[config.mk]
export PLATFORM = sky130hd
export DESIGN_NAME = ring_fifo_overwrite_core
export DESIGN_NICKNAME = d
export VERILOG_FILES = /design/src/rtl/rfo_pkg.sv /design/src/rtl/rfo_cell.sv /design/src/rtl/ring_fifo_overwrite_core.sv
export SDC_FILE = /design/constraint.sdc
export NUM_CORES = 1
export LEC_CHECK = 0
export BUFFER_PORTS_ARGS = -buffer_cell sky130_fd_sc_hd__buf_2
export CAP_MARGIN = 20
export CORE_ASPECT_RATIO = 1.2
export CORE_MARGIN = 5
export CORE_UTILIZATION = 30
export CTS_CLUSTER_DIAMETER = 150
export DETAILED_ROUTE_END_ITERATION = 10
export HOLD_SLACK_MARGIN = 0.1
export PLACE_DENSITY = 0.48
export RECOVER_POWER = 50
export SLEW_MARGIN = 5
export SYNTH_ARGS = -nofsm -noshare
export SYNTH_HDL_FRONTEND = slang
export SYNTH_HIERARCHICAL = 1
export SYNTH_SLANG_ARGS = --single-unit
[constraint.sdc]
create_clock -name clock -period 10.25 [get_ports clock]
set_clock_uncertainty 0.15 [all_clocks]
set_input_delay 1.5375 -clock clock [delete_from_list [all_inputs] [get_ports clock]]
set_output_delay 1.5375 -clock clock [all_outputs]
set_load 0.005 [all_outputs]
[src/rtl/rfo_pkg.sv]
package rfo_pkg;

   localparam int CAP_BITS   = 5;
   localparam int COUNT_BITS = 5;
   localparam int DATA_BITS  = 32;

   localparam logic [CAP_BITS-1:0] CAP_RESET = 5'd16;

   typedef enum logic [1:0] {
      CMD_ENQUEUE  = 2'd0,
      CMD_DEQUEUE  = 2'd1,
      CMD_PEEK_OLD = 2'd2,
      CMD_PEEK_NEW = 2'd3
   } command_type;

   typedef enum logic [1:0] {
      ST_OK    = 2'd0,
      ST_FULL  = 2'd1,
      ST_EMPTY = 2'd2
   } status_type;

   // shared control for the whole row of cells
   typedef struct packed {
      logic shift;
      logic push;
   } cell_ctrl_type;

endpackage

[src/rtl/rfo_cell.sv]
module rfo_cell
   import rfo_pkg::*;
#(
   parameter int WORD_BITS = 32,
   parameter int INDEX     = 0,
   parameter int IW        = 4
) (
   input  logic                 clock,
   input  cell_ctrl_type        ctrl,
   input  logic [IW-1:0]        slot,
   input  logic [WORD_BITS-1:0] data_in,
   input  logic [WORD_BITS-1:0] data_next,
   output logic [WORD_BITS-1:0] data_q
);

   logic [WORD_BITS-1:0] word_ff;
   logic                 load;

   assign load   = ctrl.push && (slot == IW'(INDEX));
   assign data_q = word_ff;

   // a push into this slot wins over the shift from the neighbor
   always_ff @(posedge clock) begin
      if (load) begin
         word_ff <= data_in;
      end else if (ctrl.shift) begin
         word_ff <= data_next;
      end
   end

endmodule

[src/rtl/ring_fifo_overwrite_core.sv]
// ring_fifo_overwrite_core: command-driven FIFO of words with a programmable
// capacity and optional overwrite of the oldest entry when full.
// req_ channel: one command per transaction (enqueue, dequeue, peek oldest,
//   peek newest) with its data word and overwrite flag.
// rsp_ channel: one result per command: status, data word and the count
//   held after the command.
// csr_ channel: writes the capacity register; each write empties the queue.
// rsp_valid rises in the cycle after a request is accepted. The block takes
// one command every cycle while no result stalls: entries sit oldest first
// in a row of cells that all shift toward the front in the same cycle on a
// dequeue or an overwrite, and a push lands directly in the cell at the fill
// position. The result register frees as it is taken, so a new command is
// accepted in the cycle the previous result is taken. While rsp_stall holds a
// pending result, req_stall is raised and the pending result stays unchanged.
// Reset (synchronous) empties the queue, drops any pending result and sets
// capacity to 16 (clamped to DEPTH). Stored words are not cleared.
module ring_fifo_overwrite_core
   import rfo_pkg::*;
#(
   parameter int DEPTH     = 16,
   parameter int WORD_BITS = 32
) (
   input  logic                  clock,
   input  logic                  reset,

   input  logic                  req_valid,
   output logic                  req_stall,
   input  logic [1:0]            req_command,
   input  logic [DATA_BITS-1:0]  req_data_in,
   input  logic                  req_overwrite,

   output logic                  rsp_valid,
   input  logic                  rsp_stall,
   output logic [1:0]            rsp_status,
   output logic [DATA_BITS-1:0]  rsp_data_out,
   output logic [COUNT_BITS-1:0] rsp_count,

   input  logic                  csr_valid,
   output logic                  csr_ready,
   input  logic [CAP_BITS-1:0]   csr_capacity
);

   localparam int IW = $clog2(DEPTH);
   localparam int CW = $clog2(DEPTH + 1);
   localparam int EW = (CW > CAP_BITS) ? CW : CAP_BITS;

   logic [CAP_BITS-1:0]   cap_ff;
   logic [CW-1:0]         fill_ff, fill_in;
   logic [WORD_BITS-1:0]  newest_ff, newest_in;
   logic                  rsp_valid_ff, rsp_valid_in;
   status_type            rsp_status_ff, status_in;
   logic [DATA_BITS-1:0]  rsp_data_ff, rsp_data_in;
   logic [COUNT_BITS-1:0] rsp_count_ff;

   logic                  accept;
   logic                  csr_write;
   logic [EW-1:0]         cap_ext;
   logic [EW-1:0]         cap_clamp;
   logic [CW-1:0]         eff_cap;
   logic                  full;
   logic                  empty;
   command_type           cmd;
   cell_ctrl_type         ctrl;
   cell_ctrl_type         ctrl_req;
   logic [IW-1:0]         slot;
   logic [WORD_BITS-1:0]  word_in;
   logic [DATA_BITS-1:0]  front_out;
   logic [DATA_BITS-1:0]  newest_out;
   logic [WORD_BITS-1:0]  cell_q [DEPTH];

   assign accept    = req_valid && !req_stall;
   assign csr_write = csr_valid && csr_ready;
   assign req_stall = rsp_valid_ff && rsp_stall;
   assign csr_ready = 1'b1;
   assign cmd       = command_type'(req_command);

   // capacity 0 acts as 1, above DEPTH acts as DEPTH
   assign cap_ext   = EW'(cap_ff);
   assign cap_clamp = (cap_ext == '0) ? EW'(1) :
                      (cap_ext > EW'(DEPTH)) ? EW'(DEPTH) : cap_ext;
   assign eff_cap   = CW'(cap_clamp);
   assign full      = (fill_ff >= eff_cap);
   assign empty     = (fill_ff == '0);

   // port width to word width and back
   generate
      if (WORD_BITS <= DATA_BITS) begin : g_narrow
         assign word_in    = req_data_in[WORD_BITS-1:0];
         assign front_out  = DATA_BITS'(cell_q[0]);
         assign newest_out = DATA_BITS'(newest_ff);
      end else begin : g_wide
         assign word_in    = WORD_BITS'(req_data_in);
         assign front_out  = cell_q[0][DATA_BITS-1:0];
         assign newest_out = newest_ff[DATA_BITS-1:0];
      end
   endgenerate

   always_comb begin
      status_in   = ST_OK;
      rsp_data_in = '0;
      fill_in     = fill_ff;
      newest_in   = newest_ff;
      ctrl_req    = '0;
      case (cmd)
         CMD_ENQUEUE: begin
            if (full) begin
               if (req_overwrite) begin
                  ctrl_req.shift = 1'b1;
                  ctrl_req.push  = 1'b1;
                  newest_in      = word_in;
               end else begin
                  status_in = ST_FULL;
               end
            end else begin
               ctrl_req.push = 1'b1;
               fill_in       = fill_ff + CW'(1);
               newest_in     = word_in;
            end
         end
         CMD_DEQUEUE: begin
            if (empty) begin
               status_in = ST_EMPTY;
            end else begin
               rsp_data_in    = front_out;
               ctrl_req.shift = 1'b1;
               fill_in        = fill_ff - CW'(1);
            end
         end
         CMD_PEEK_OLD: begin
            if (empty) begin
               status_in = ST_EMPTY;
            end else begin
               rsp_data_in = front_out;
            end
         end
         CMD_PEEK_NEW: begin
            if (empty) begin
               status_in = ST_EMPTY;
            end else begin
               rsp_data_in = newest_out;
            end
         end
         default: begin
            status_in = ST_OK;
         end
      endcase
   end

   assign ctrl.shift = accept && ctrl_req.shift;
   assign ctrl.push  = accept && ctrl_req.push;

   // after a shift the new word goes one below the old fill position
   assign slot = ctrl_req.shift ? IW'(fill_ff - CW'(1)) : IW'(fill_ff);

   generate
      for (genvar i = 0; i < DEPTH; i++) begin : g_cell
         logic [WORD_BITS-1:0] next_word;
         if (i == DEPTH - 1) begin : g_last
            assign next_word = '0;
         end else begin : g_mid
            assign next_word = cell_q[i+1];
         end
         rfo_cell #(
            .WORD_BITS(WORD_BITS),
            .INDEX    (i),
            .IW       (IW)
         ) u_cell (
            .clock    (clock),
            .ctrl     (ctrl),
            .slot     (slot),
            .data_in  (word_in),
            .data_next(next_word),
            .data_q   (cell_q[i])
         );
      end
   endgenerate

   assign rsp_valid_in = accept || (rsp_valid_ff && rsp_stall);

   always_ff @(posedge clock) begin
      if (reset) begin
         cap_ff       <= CAP_RESET;
         fill_ff      <= '0;
         rsp_valid_ff <= 1'b0;
      end else begin
         rsp_valid_ff <= rsp_valid_in;
         if (csr_write) begin
            cap_ff  <= csr_capacity;
            fill_ff <= '0;
         end else if (accept) begin
            fill_ff <= fill_in;
         end
      end
   end

   always_ff @(posedge clock) begin
      if (accept) begin
         newest_ff     <= newest_in;
         rsp_status_ff <= status_in;
         rsp_data_ff   <= rsp_data_in;
         rsp_count_ff  <= COUNT_BITS'(fill_in);
      end
   end

   assign rsp_valid    = rsp_valid_ff;
   assign rsp_status   = rsp_status_ff;
   assign rsp_data_out = rsp_data_ff;
   assign rsp_count    = rsp_count_ff;

`ifndef SYNTHESIS
   a_fill_in_cap: assert property (@(posedge clock) disable iff (reset)
      fill_ff <= eff_cap)
      else $error("fill count above capacity");

   a_accept_gives_rsp: assert property (@(posedge clock) disable iff (reset)
      accept |=> rsp_valid_ff)
      else $error("accepted transaction produced no result");

   a_csr_empties: assert property (@(posedge clock) disable iff (reset)
      csr_write |=> (fill_ff == '0))
      else $error("capacity write did not empty the queue");

   a_empty_no_data: assert property (@(posedge clock) disable iff (reset)
      (rsp_valid_ff && (rsp_status_ff == ST_EMPTY)) |-> (rsp_data_ff == '0))
      else $error("empty result carries data");
`endif

endmodule
==> metrics.txt <==
status=finished with violations; violations in the final reports=capacitance limit, slew limit; DRC=0; Crit path arrival time=7.01 ns; count of hold-fix buffers inserted at cts=0; largest area contributor in the netlist=edfxtp_1; clock-pin slew reported for the worst setup and hold paths after clock tree synthesis=0.05 ns; Async S/R FF share, synth=0; power density over the cells=173 mW/mm²; Critical Path Source Type=primary input; Detailed Route Iter0 Violations=586; maximum number of pins on one net before global-route repair=49; cell total after placement=2713; final setup TNS=0 ns; cts bufs inserted=66; area fraction of the dominant cell type after synthesis=0.634; syn avg cell area=19.5 µm²; sequential fraction of the synthesis area=0.642; aggregate global routing overflow=0; drt first pass iters=5; count of yosys warnings during synthesis=6; post-detailed-route count of antenna-violating nets=0; WHS Path Cells=2; maximum count of clock buffers along a single path=3; Num Clock Sinks=594; via count of the first global-routing pass=12400; Reg2Reg Setup Slack=4.01 ns; final-stage net count=1607; R2R Path Start=rsp_valid; number of input and output port buffers inserted=85; total number of H-tree levels=3; min cycle time layout=6.98 ns; cell area after technology mapping=0.0276 mm²; site row count=121; clk_lat worst skew=0.59 ns; cells after synthesis=1414; Total Die Area=0.0982 mm²; Worst Path Max Fanout=48; post-synth cell types=60; width of the die=287 µm; flops & latches, synth=594; Top FF cell, synth=edfxtp_1; final estimated routing congestion in global placement=0.725; most used standard cell by instance count after synthesis=edfxtp_1; critical path capture point type=flip-flop; Slew Limit Fails=284; quantity of gates resized following cts=0; library cell used as clock root buffer=clkbuf_16; count of maximum capacitance violations=8; clock tree from TritonCTS=done; Worst IR Drop VDD=0.0898 mV; part of the power in registers=0.523; total internal power=4.12 mW; vias=11800; layout cells sized above 1=0.219; non-filler cells in the finished layout=2834; number of synthesized flops with an enable pin=583; starting density of the core=0.303; Crit Path Category=in2reg; setup repair after global routing missed its margin=false; FMAX=143 MHz; cell count of the worst reg-to-reg path=11; R2R Path End=g_cell[0].u_cell/data_q[18]; chip height=342 µm; total detailed-routing wirelength=42.1 mm; Sw Share=0.204; most numerous cell types in the synthesized netlist=edfxtp_1, mux2_4, nor2_1, buf_6, mux2_2; top-level I/O count=87; largest cells by area after synthesis=edfxtp_1, mux2_4, buf_6; power dissipated by switching net loads=1.06 mW; wire length of the first global-routing pass=67.4 mm; worst-case headroom to the max-slew limit=-0.829; final-report setup violation count=0; transition time at the pin with the least slew margin=2.73 ns; final total power=5.18 mW; final setup margin=3.27 ns; number of antenna violations at the first check in global routing=0; Final Cycle Share=0.681; Core ar.=0.0910 mm²; Hold Crit Endpoint=cap_ext[0]; portion of total power attributed to the clock network=0.442; Hold Path Class=reg2reg; combinational group share of total power=0.034; launch point of the worst hold path=cap_ext[0]; total half-perimeter wirelength after legalization and detailed placement=29.1 mm; ANT cells=0; number of setup buffers added after CTS=0; average via count per standard cell=4.15; global-route usage over all layers=0.0837; final hold viol count=0; leak pwr=10.4 nW; Layout Area Growth over Synthesis=8.56%; required time reported for the critical path endpoint=10.28 ns; post-placement worst setup slack=4.23 ns; average wire per standard cell=14.9 µm
## layout by cell type (no fill, tap or decap), types with 31 or more instances in the layout
cell type	netlist	final
nor2_1	55	54
a22oi_1	33	33
conb_1	2	33
buf_2	4	31
clkbuf_16	0	69
mux2_2	48	47
mux2_4	464	128
clkbuf_1	9	74
edfxtp_1	583	583
mux2_1	0	337
## through the flow
stage | utilization | hold WS, ns | area [µm²]
after global routing | 0.329 | 0.389 | 30000
after global placement | 0.321 | 0.343 | 29200
after detailed placement | 0.321 | 0.350 | 29200
final | 0.329 | 0.351 | 30000
after CTS | 0.345 | 0.363 | 31400
after floorplan | - | 0.311 | 27700
## flip-flops by register name, summed over array words and instances, names as in the netlist
| signal | cells |
|---|---|
| fill_ff | 5 |
| cap_ext | 5 |
| rsp_count | 5 |
| newest_ff | 32 |
| rsp_status | 2 |
| g_cell.u_cell/data_q | 512 |
| rsp_valid | 1 |
| rsp_data_out | 32 |
## cell families (layout without fill, tap and decap cells)
logic type | Yosys count | after routing | synth area share
AO/OA/AOI/OAI | 74 | 74 | 0.0204
AND/OR/NAND/NOR | 137 | 137 | 0.0330
multiplexers | 517 | 517 | 0.274
adder cells (fa/ha/maj) | 11 | 11 | 0.00499
other | 2 | 33 | 0.000272
flip-flops | 594 | 594 | 0.642
XOR/XNOR | 4 | 4 | 0.00127
buffers and inverters | 75 | 234 | 0.0240
## power by group through the flow
stage               sequential [mW]  combinational, mW  clock (mW)
floorplan                      2.76              0.125           0
global placement               2.76              0.210           0
detailed placement             2.76              0.213           0
CTS                            2.71              0.214        2.39
global route                   2.71              0.202        2.49
finish                         2.71              0.178        2.29
## worst max-delay path, stage by stage
cell	delay [ns]
buf_2	0.10
nand2_1	0.06
nand2_1	0.16
clkinv_1	0.07
clkbuf_1	1.71
nand2_1	0.44
nor2_2	0.20
buf_4	0.31
nand2_1	0.09
clkbuf_1	0.70
nand2b_1	0.30
clkbuf_1	1.27
## how the worst max path moves through the flow
stage | startpoint | endpoint | depth (start not counted)
finish | rsp_stall | g_cell[0].u_cell/data_q[18] | 12
global route | rsp_stall | g_cell[0].u_cell/data_q[18] | 12
global placement | req_command[1] | g_cell[14].u_cell/data_q[16] | 13
CTS | req_command[1] | g_cell[14].u_cell/data_q[31] | 13
detailed placement | req_command[1] | g_cell[14].u_cell/data_q[16] | 13
floorplan | rsp_stall | g_cell[15].u_cell/data_q[0] | 9
## final cells by class
cell class,instances,area [µm²]
sequential,594,17700
multi-input combinational,776,8070
fill,8913,61000
clock buffer,82,1780
tap,1230,1540
timing repair buffer,103,467
clock inverter,39,347
inverter,10,37.5
## routing by layer
layer	GRT usage	up-vias	routed length [µm]
met5	0	-	0
li1	-	5852	-
met4	0.0295	0	918
met1	0.111	5625	20500
met2	0.135	219	18800
met3	0.0193	76	1980
(Power assumes the default switching activity.)
